==> config.mk <==
export PLATFORM = sky130hd
export DESIGN_NAME = tgns_smooth
export DESIGN_NICKNAME = d
export VERILOG_FILES = /design/src/hdl/tgns_pkg.sv /design/src/hdl/tgns_smooth.sv
export SDC_FILE = /design/constraint.sdc
export NUM_CORES = 1
export LEC_CHECK = 0
export BUFFER_PORTS_ARGS = -buffer_cell sky130_fd_sc_hd__buf_4
export CORE_MARGIN = 4
export CORE_UTILIZATION = 40
export DETAILED_ROUTE_END_ITERATION = 12
export PLACE_DENSITY = 0.59
export SLEW_MARGIN = 20
export SYNTH_ARGS = -nofsm -noshare
export SYNTH_HDL_FRONTEND = slang
export SYNTH_SLANG_ARGS = --single-unit
==> constraint.sdc <==
create_clock -name i_clk -period 3.9 [get_ports i_clk]
set_clock_uncertainty 0.05 [all_clocks]
set_input_delay 0.78 -clock i_clk [delete_from_list [all_inputs] [get_ports i_clk]]
set_output_delay 0.78 -clock i_clk [all_outputs]
set_load 0.01 [all_outputs]
==> src/hdl/tgns_pkg.sv <==
// shared types, constants and reset values for the tile grid smoother
`default_nettype none

package tgns_pkg;

    // default grid storage limits
    localparam int MAX_WIDTH_DEF  = 64;
    localparam int MAX_HEIGHT_DEF = 64;

    // fixed field widths
    localparam int KIND_W      = 2;
    localparam int COORD_W     = 6;
    localparam int SAMPLE_W    = 7;
    localparam int TILE_W      = 2;
    localparam int CFG_INDEX_W = 3;
    localparam int CFG_DATA_W  = 7;
    localparam int PASS_W      = 4;
    localparam int SUM_W       = 5;

    // configuration reset values
    localparam logic [SAMPLE_W-1:0]   STONE_THR_RST  = 7'd70;
    localparam logic [SAMPLE_W-1:0]   DIRT_THR_RST   = 7'd40;
    localparam logic [PASS_W-1:0]     PASS_COUNT_RST = 4'd4;
    localparam logic [CFG_DATA_W-1:0] GRID_W_RST     = 7'd64;
    localparam logic [CFG_DATA_W-1:0] GRID_H_RST     = 7'd64;

    // neighbour sum limits
    localparam logic [SUM_W-1:0] SUM_STONE_LIM = 5'd10;
    localparam logic [SUM_W-1:0] SUM_DIRT_LIM  = 5'd5;

    typedef enum logic [KIND_W-1:0] {
        KIND_LOAD   = 2'd0,
        KIND_SMOOTH = 2'd1,
        KIND_READ   = 2'd2
    } t_kind;

    typedef enum logic [TILE_W-1:0] {
        TILE_EMPTY = 2'd0,
        TILE_DIRT  = 2'd1,
        TILE_STONE = 2'd2
    } t_tile;

    typedef enum logic [CFG_INDEX_W-1:0] {
        CFG_STONE_THR   = 3'd0,
        CFG_DIRT_THR    = 3'd1,
        CFG_PASS_COUNT  = 3'd2,
        CFG_GRID_WIDTH  = 3'd3,
        CFG_GRID_HEIGHT = 3'd4
    } t_cfg_reg;

    typedef enum logic [1:0] {
        ST_IDLE,
        ST_READ,
        ST_SMOOTH,
        ST_HOLD
    } t_top_state;

    typedef enum logic [1:0] {
        SM_IDLE,
        SM_READ,
        SM_LAST
    } t_sm_state;

    typedef struct packed {
        logic              start;
        logic [PASS_W-1:0] passes;
    } t_smooth_ctrl;

    typedef struct packed {
        logic busy;
        logic done;
    } t_smooth_stat;

endpackage

`default_nettype wire

==> src/hdl/tgns_smooth.sv <==
// smoothing sequencer: reads 8 neighbours per tile and writes the new class in place
`default_nettype none

module tgns_smooth #(
    parameter int MAX_WIDTH  = tgns_pkg::MAX_WIDTH_DEF,
    parameter int MAX_HEIGHT = tgns_pkg::MAX_HEIGHT_DEF
) (
    input  wire logic                                              i_clk,
    input  wire logic                                              i_rst_n,
    input  wire tgns_pkg::t_smooth_ctrl                            i_ctrl,
    output tgns_pkg::t_smooth_stat                                 o_stat,
    input  wire logic [$clog2(MAX_WIDTH):0]                        i_used_width,
    input  wire logic [$clog2(MAX_HEIGHT):0]                       i_used_height,
    output logic                                                   o_rd_en,
    output logic [$clog2(MAX_WIDTH)+$clog2(MAX_HEIGHT)-1:0]        o_rd_addr,
    input  wire logic [tgns_pkg::TILE_W-1:0]                       i_rd_data,
    output logic                                                   o_wr_en,
    output logic [$clog2(MAX_WIDTH)+$clog2(MAX_HEIGHT)-1:0]        o_wr_addr,
    output logic [tgns_pkg::TILE_W-1:0]                            o_wr_data
);

    import tgns_pkg::*;

    localparam int XW = $clog2(MAX_WIDTH);
    localparam int YW = $clog2(MAX_HEIGHT);

    // neighbour offsets, coded as offset plus one
    localparam logic [1:0] NB_DX [8] = '{2'd0, 2'd0, 2'd0, 2'd1, 2'd1, 2'd2, 2'd2, 2'd2};
    localparam logic [1:0] NB_DY [8] = '{2'd0, 2'd1, 2'd2, 2'd0, 2'd2, 2'd0, 2'd1, 2'd2};

    t_sm_state         r_state, n_state;
    logic [XW-1:0]     r_x, n_x;
    logic [YW-1:0]     r_y, n_y;
    logic [2:0]        r_k, n_k;
    logic [SUM_W-1:0]  r_sum, n_sum;
    logic              r_off, n_off;
    logic [PASS_W-1:0] r_pass, n_pass;
    logic [PASS_W-1:0] r_passes, n_passes;
    logic              r_done, n_done;

    logic [XW:0]       nx;
    logic [YW:0]       ny;
    logic              nb_off;
    logic [SUM_W-1:0]  w_in;
    logic [SUM_W-1:0]  sum_total;
    logic              last_row;
    logic              last_col;
    logic              last_pass;

    // neighbour address; wrap below zero lands above the used size
    always_comb begin
        nx        = (XW+1)'(r_x) + (XW+1)'(NB_DX[r_k]) - (XW+1)'(1);
        ny        = (YW+1)'(r_y) + (YW+1)'(NB_DY[r_k]) - (YW+1)'(1);
        nb_off    = (nx >= i_used_width) || (ny >= i_used_height);
        o_rd_addr = {nx[XW-1:0], ny[YW-1:0]};
    end

    // weight of the neighbour whose data arrives this cycle
    always_comb begin
        if (r_off) begin
            w_in = SUM_W'(2);
        end else if (i_rd_data == TILE_STONE) begin
            w_in = SUM_W'(2);
        end else if (i_rd_data == TILE_DIRT) begin
            w_in = SUM_W'(1);
        end else begin
            w_in = '0;
        end
        sum_total = r_sum + w_in;
    end

    // new class and write address
    always_comb begin
        o_wr_addr = {r_x, r_y};
        if (sum_total > SUM_STONE_LIM) begin
            o_wr_data = TILE_STONE;
        end else if (sum_total > SUM_DIRT_LIM) begin
            o_wr_data = TILE_DIRT;
        end else begin
            o_wr_data = TILE_EMPTY;
        end
    end

    // scan position limits
    always_comb begin
        last_row  = ((YW+1)'(r_y) + (YW+1)'(1)) == i_used_height;
        last_col  = ((XW+1)'(r_x) + (XW+1)'(1)) == i_used_width;
        last_pass = (r_pass + PASS_W'(1)) == r_passes;
    end

    // sequencer next state
    always_comb begin
        n_state  = r_state;
        n_x      = r_x;
        n_y      = r_y;
        n_k      = r_k;
        n_sum    = r_sum;
        n_off    = r_off;
        n_pass   = r_pass;
        n_passes = r_passes;
        n_done   = 1'b0;
        o_rd_en  = 1'b0;
        o_wr_en  = 1'b0;
        unique case (r_state)
            SM_IDLE: begin
                if (i_ctrl.start) begin
                    n_passes = i_ctrl.passes;
                    n_pass   = '0;
                    n_x      = '0;
                    n_y      = '0;
                    n_k      = '0;
                    if (i_ctrl.passes == '0) begin
                        n_done = 1'b1;
                    end else begin
                        n_state = SM_READ;
                    end
                end
            end
            SM_READ: begin
                o_rd_en = 1'b1;
                n_off   = nb_off;
                n_sum   = (r_k == '0) ? '0 : sum_total;
                n_k     = r_k + 3'd1;
                if (r_k == 3'd7) begin
                    n_state = SM_LAST;
                end
            end
            SM_LAST: begin
                o_wr_en = 1'b1;
                n_k     = '0;
                n_state = SM_READ;
                if (!last_row) begin
                    n_y = r_y + YW'(1);
                end else begin
                    n_y = '0;
                    if (!last_col) begin
                        n_x = r_x + XW'(1);
                    end else begin
                        n_x = '0;
                        if (last_pass) begin
                            n_done  = 1'b1;
                            n_state = SM_IDLE;
                        end else begin
                            n_pass = r_pass + PASS_W'(1);
                        end
                    end
                end
            end
            default: begin
                n_state = SM_IDLE;
            end
        endcase
    end

    // control registers
    always_ff @(posedge i_clk) begin
        if (!i_rst_n) begin
            r_state <= SM_IDLE;
            r_done  <= 1'b0;
        end else begin
            r_state <= n_state;
            r_done  <= n_done;
        end
    end

    // scan and accumulator registers
    always_ff @(posedge i_clk) begin
        r_x      <= n_x;
        r_y      <= n_y;
        r_k      <= n_k;
        r_sum    <= n_sum;
        r_off    <= n_off;
        r_pass   <= n_pass;
        r_passes <= n_passes;
    end

    assign o_stat.busy = (r_state != SM_IDLE);
    assign o_stat.done = r_done;

endmodule

`default_nettype wire
* After elaboration in Yosys (flattened, before gate mapping)
Memories as Yosys holds them, arrays and structs flattened.
Index checks and enable logic that the tools add are counted.
** Cells by class
- Add/sub/neg operators :: 11
- Magnitude comparators :: 5
- Equal/unequal tests :: 14
- Mux-type cells :: 37
- Bitwise logic cells :: 1
- Reduce and logical (&&, ||, !) cells :: 13
** Operators with widths (number)
- 2-to-1 mux 6 bit :: 4
- one-hot mux 6 bit (2 select lines) :: 2
- 2-to-1 mux 2 bit :: 10
- 2-to-1 mux 4 bit :: 4
- adder 6 x 1 -> 7 bit, second input constant :: 2
- adder 6 x 2 -> 7 bit :: 2
- == test 7 bit :: 2
- >= comparator 7 bit :: 2
- subtractor 7 x 1 -> 7 bit, second input constant :: 2
- adder 6 x 1 -> 6 bit, second input constant :: 2
- 2-to-1 mux 1 bit :: 12
- != test 2 bit, second input constant :: 6
- one-hot mux 3 bit (3 select lines) :: 1
- one-hot mux 4 bit (2 select lines) :: 1
- one-hot mux 2 bit (3 select lines) :: 1
- AND reduction 2 bit :: 3
- AND reduction 3 bit :: 2
- adder 5 bit :: 1
- greater-than comparator 5 x 3 -> 1 bit, second input constant :: 1
- greater-than comparator 5 x 4 -> 1 bit, second input constant :: 1
- AND reduction 5 bit :: 1
- adder 4 x 1 -> 4 bit, second input constant :: 1
- == test 2 x 1 -> 1 bit, second input constant :: 2
- == test 2 bit, second input constant :: 2
- 13 further kinds :: 14
** Word-level totals
- Bits in registers :: 32
- Memory bits (read-only) :: 32
- Bits of input ports :: 23
- Output and inout bits :: 30
- Word-level logic and storage cells :: 92
- Memories kept :: 2
** Memories
- (name not given) :: depth 8, bits a word 2, rd ports 1, clocked after memory_dff 0, write ports 0, line tgns_smooth.sv:53 : ny = (YW+1)'(r_y) + (YW+1)'(NB_DY[r_k]) - (YW+1)'(1);
- (name not given) :: depth 8, bits a word 2, rd ports 1, clocked after memory_dff 0, write ports 0, line tgns_smooth.sv:52 : nx = (XW+1)'(r_x) + (XW+1)'(NB_DX[r_k]) - (XW+1)'(1);

* Logic depth before layout (Yosys ltp)
- Depth after elaboration :: 8
- Depth in mapped cells :: 17
- Mapped depth without buffers :: 17

* Worst setup path before layout
No wires, ideal clock.
- Path type :: register -> register
- Start :: reg r_k[0]
- End :: reg r_off (data pin)
- Library setup time :: 283 ps
- Arrival time :: 3145 ps
- Required time :: 3567 ps
- Path slack :: 422 ps
- Stages on the path, launching flop included :: 18
- Path through :: edfxtp_1 inv_1 ha_1 nand2_1 o21ai_0 ha_1 inv_1 ha_1 fa_1 a21oi_1 nor2_1 nor2_1 xnor2_1 ha_1 a21oi_1 nor2b_1 a2111oi_0 o221ai_1
** Between the ends
- Cells in the longest elaborated chain, start to end :: 8
** RTL lines
- from (decl) :: line tgns_smooth.sv:34 : logic [2:0] r_k, n_k;
- from (signal assigned) :: line tgns_smooth.sv:170 : r_k <= n_k;
- NOT 3 -> 4 bit (implied by the code) :: line tgns_smooth.sv:53
- memory (8 x 2 bit)
- 2-to-1 mux 2 bit (implied by the code) (2 in series) :: line tgns_smooth.sv:53
- adder 6 x 2 -> 7 bit :: line tgns_smooth.sv:53
- subtractor 7 x 1 -> 7 bit :: line tgns_smooth.sv:53
- named net o_rd_addr[5] :: line tgns_smooth.sv:15 : output logic [$clog2(MAX_WIDTH)+$clog2(MAX_HEIGHT)-1:0] o_rd_addr,
- >= comparator 7 bit :: line tgns_smooth.sv:54 : nb_off = (nx >= i_used_width) || (ny >= i_used_height);
- logical OR 1 bit :: line tgns_smooth.sv:54
- named net nb_off :: line tgns_smooth.sv:43 : logic nb_off;
- to (signal assigned) :: line tgns_smooth.sv:172 : r_off <= n_off;
- to (decl) :: line tgns_smooth.sv:36 : logic r_off, n_off;
The timed path passes the listed nets, and every way through them passes these cells. The select of a mux whose other input is x is not followed.
A chain may end at the register's enable or synchronous reset.

* Worst setup path after layout
- Start :: reg r_k[0]
- End :: out o_rd_addr[5]
** Between the ends
- Cells in the longest elaborated chain, start to end :: 6
** RTL lines (line)
- NOT 3 -> 4 bit (implied by the code) :: tgns_smooth.sv:53
- memory (8 x 2 bit)
- 2-to-1 mux 2 bit (implied by the code) (2 in series) :: tgns_smooth.sv:53
- adder 6 x 2 -> 7 bit :: tgns_smooth.sv:53
- subtractor 7 x 1 -> 7 bit :: tgns_smooth.sv:53
- to (decl) :: tgns_smooth.sv:15
Every way passes these cells. The select of a mux whose other input is x is not followed.

==> results_dict.tcl <==
set metrics [dict create \
    status "completed" \
    maxCapViolCount 0 \
    tns_ns 0 \
    cts.sinks 32 \
    start_kind "flip-flop" \
    clkTransAtPathRegs_ns 0.07 \
    rsz0062_at_grt "false" \
    grt_pass1_vias 2003 \
    antenna_left 0 \
    cpPeakStageDelay_ns 0.43 \
    root_buffer "clkbuf_8" \
    core_mm2 0.00676 \
    busiest_layer "met2" \
    min_period_over_period_pct 94.2 \
    routedWlPerCell_um 13.4 \
    holdBufCountCts 0 \
    max_freq_mhz 272 \
    hold_class "flip-flop to flip-flop" \
    gr-usage-met1_pct 18.5 \
    postCtsResizedCells 0 \
    placed_cell_area_mm2 0.00325 \
    p_per_area_mw_per_mm2 332 \
    ctsHtreeMaxLevel 2 \
    grt_overflow_total 0 \
    total_power_mw 1.11 \
    first_pass_iters 4 \
    rows 30 \
    hold_viol 0 \
    vdd_drop_max_uv 176 \
    grt_pass1_wl_um 9540 \
    maxSlewViolCount 0 \
    use_met2_pct 23.9 \
    min-delay-start "r_sum[4]" \
    max-slew-margin-rel_pct 55.7 \
    ys_seq_elements 32 \
    worstMarginPinSlew_ns 0.662 \
    start_util_pct 40.8 \
    nets 409 \
    vias 2030 \
    die_h_um 91.1 \
    area_growth_syn_to_layout_pct 21.2 \
    crit_chain "inv_1 -> ha_1 -> nand2_1 -> o21ai_0 -> ha_1 -> inv_1 -> ha_1 -> fa_1 -> a21oi_1 -> nor2_1 -> nor2_1 -> xnor2_1 -> buf_4" \
    critPathMostFrequentCell "ha_1" \
    vias_per_cell 4.83 \
    placed_cells 412 \
    ioPinCount 53 \
    final_common_cell "buf_4" \
    synth-warning-count 0 \
    ys_types 40 \
    final_cell_mix "buf_4, ha_1, inv_1" \
    hpwl_um 4630 \
    synthCells 280 \
    io_buffers 52 \
    die-area_mm2 0.00829 \
    die_w_um 91.1 \
    synth_area_mm2 0.00276 \
    crit_fanout 3 \
    gp_congestion 0.792 \
    synth_ff_type "edfxtp_1" \
    drive_gt1_share_pct 18.8 \
    hold_ws_ns 0.580 \
    drt_wl_total_um 5620 \
    post-route-drc-count 0 \
    cts_setup_buffers 0 \
    grt_use_total_pct 14.2 \
    async_reset_ff_share_pct 0 \
    arrival_ns 2.84 \
    stdcell_area_mm2 0.00334 \
    setup-violations-final 0 \
    cts_tree "built" \
    reg2reg_from "r_k[0]" \
    synth_edf_count 29 \
    period_needed_ns 3.67 \
    synth_fp_nets 350 \
    final_cell_count_no_fill 420 \
    grt_start_max_net_pins 12 \
    startpoint "r_k[0]" \
    p_leak_nw 1.59 \
    clkLatencyLatePin_ns 0.28 \
    end_kind "output port" \
    clock_path_buffers 2 \
    n_antenna_cell 0 \
    grtUsageMet3_pct 3.89 \
    seq_area_frac_synth_pct 33.7 \
    grt_antenna_before_repair 0 \
    syn_area_per_cell_um2 9.85 \
    worst_ep_required_time_ns 3.07 \
    worst-setup-path-type "flip-flop to output port" \
    drtIter0Drc 83 \
    cts-buffers-inserted 5 \
    worst_path_max_delay_cell "fa_1" \
]
area by class of cell:
type,count,area (um2)
timing repair buffer,53,398
multi-input combinational,205,1660
inverter,42,158
clock buffer,7,86.3
fill,669,3410
sequential,32,931
clock inverter,1,7.51
tap,80,100
cell usage after synthesis (7+ instances only):
master    number  area [um2]
a21o_1         7        52.6
xnor2_1       23         201
ha_1          44         551
nor2_1        26        97.6
xor2_1        12         105
a21oi_1       15        75.1
nor2b_1        7        43.8
nand3_1        7        35.0
inv_1         42         158
and2_1         7        43.8
edfxtp_1      29         871
sequential cells by signal, summed over array words and instances, names as in the netlist:
register,flops
r_off,1
r_passes,4
r_k,3
r_sum,5
r_state,2
r_done,1
r_x,6
r_y,6
r_pass,4
metal layers:
layer / vias to the layer above / wire [um]
met5: - / 0
met2: 45 / 2610
met3: 4 / 284
met1: 904 / 2700
met4: 0 / 26
li1: 1077 / -
metrics by stage:
step | setup slack (ns) | utilization, %
6_report | 0.227 | 49.5
2_1_floorplan | 0.422 | -
3_5_place_dp | 0.284 | 48.1
5_1_grt | 0.00961 | 49.5
3_3_place_gp | 0.405 | 48.1
4_1_cts | 0.201 | 49.5
final timing paths:
kind | cells past startpoint | slack (ns) | endpoint
worst max-delay path | 13 | 0.23 | o_rd_addr[5]
worst min-delay path | 2 | 0.58 | r_sum[4]
worst max register to register | 17 | 0.28 | r_off
worst min register to register | 2 | 0.58 | r_sum[4]
where the power goes:
group / leakage, nW / total [mW] / switching (mW) / internal (mW)
combinational: 1.23 / 0.417 / 0.206 / 0.211
sequential: 0.311 / 0.432 / 0.0266 / 0.405
clock: 0.0445 / 0.262 / 0.119 / 0.143
total: 1.59 / 1.11 / 0.352 / 0.759
critical path: cells and delay by family, from the launching register on:
| family | cells | cell delay, ns |
|---|---|---|
| adder cells (fa/ha/maj) | 4 | 1.20 |
| flip-flops | 1 | 0.42 |
| buffers and inverters | 3 | 0.32 |
| AO/OA/AOI/OAI | 2 | 0.24 |
| AND/OR/NAND/NOR | 3 | 0.23 |
| XOR/XNOR | 1 | 0.15 |
cells by family after synthesis:
logic type                 count (synthesis)  share of synthesized area [%]
muxes                                      2                          0.726
adders and majority gates                 47                           22.1
DFF                                       32                           33.7
xor gates and xnor gates                  37                           12.7
buffers and inverters                     43                           5.99
AOI/OAI and AO/OA                         41                           9.89
and+or+nand+nor                           78                           14.8
(Power assumes the default switching activity.)
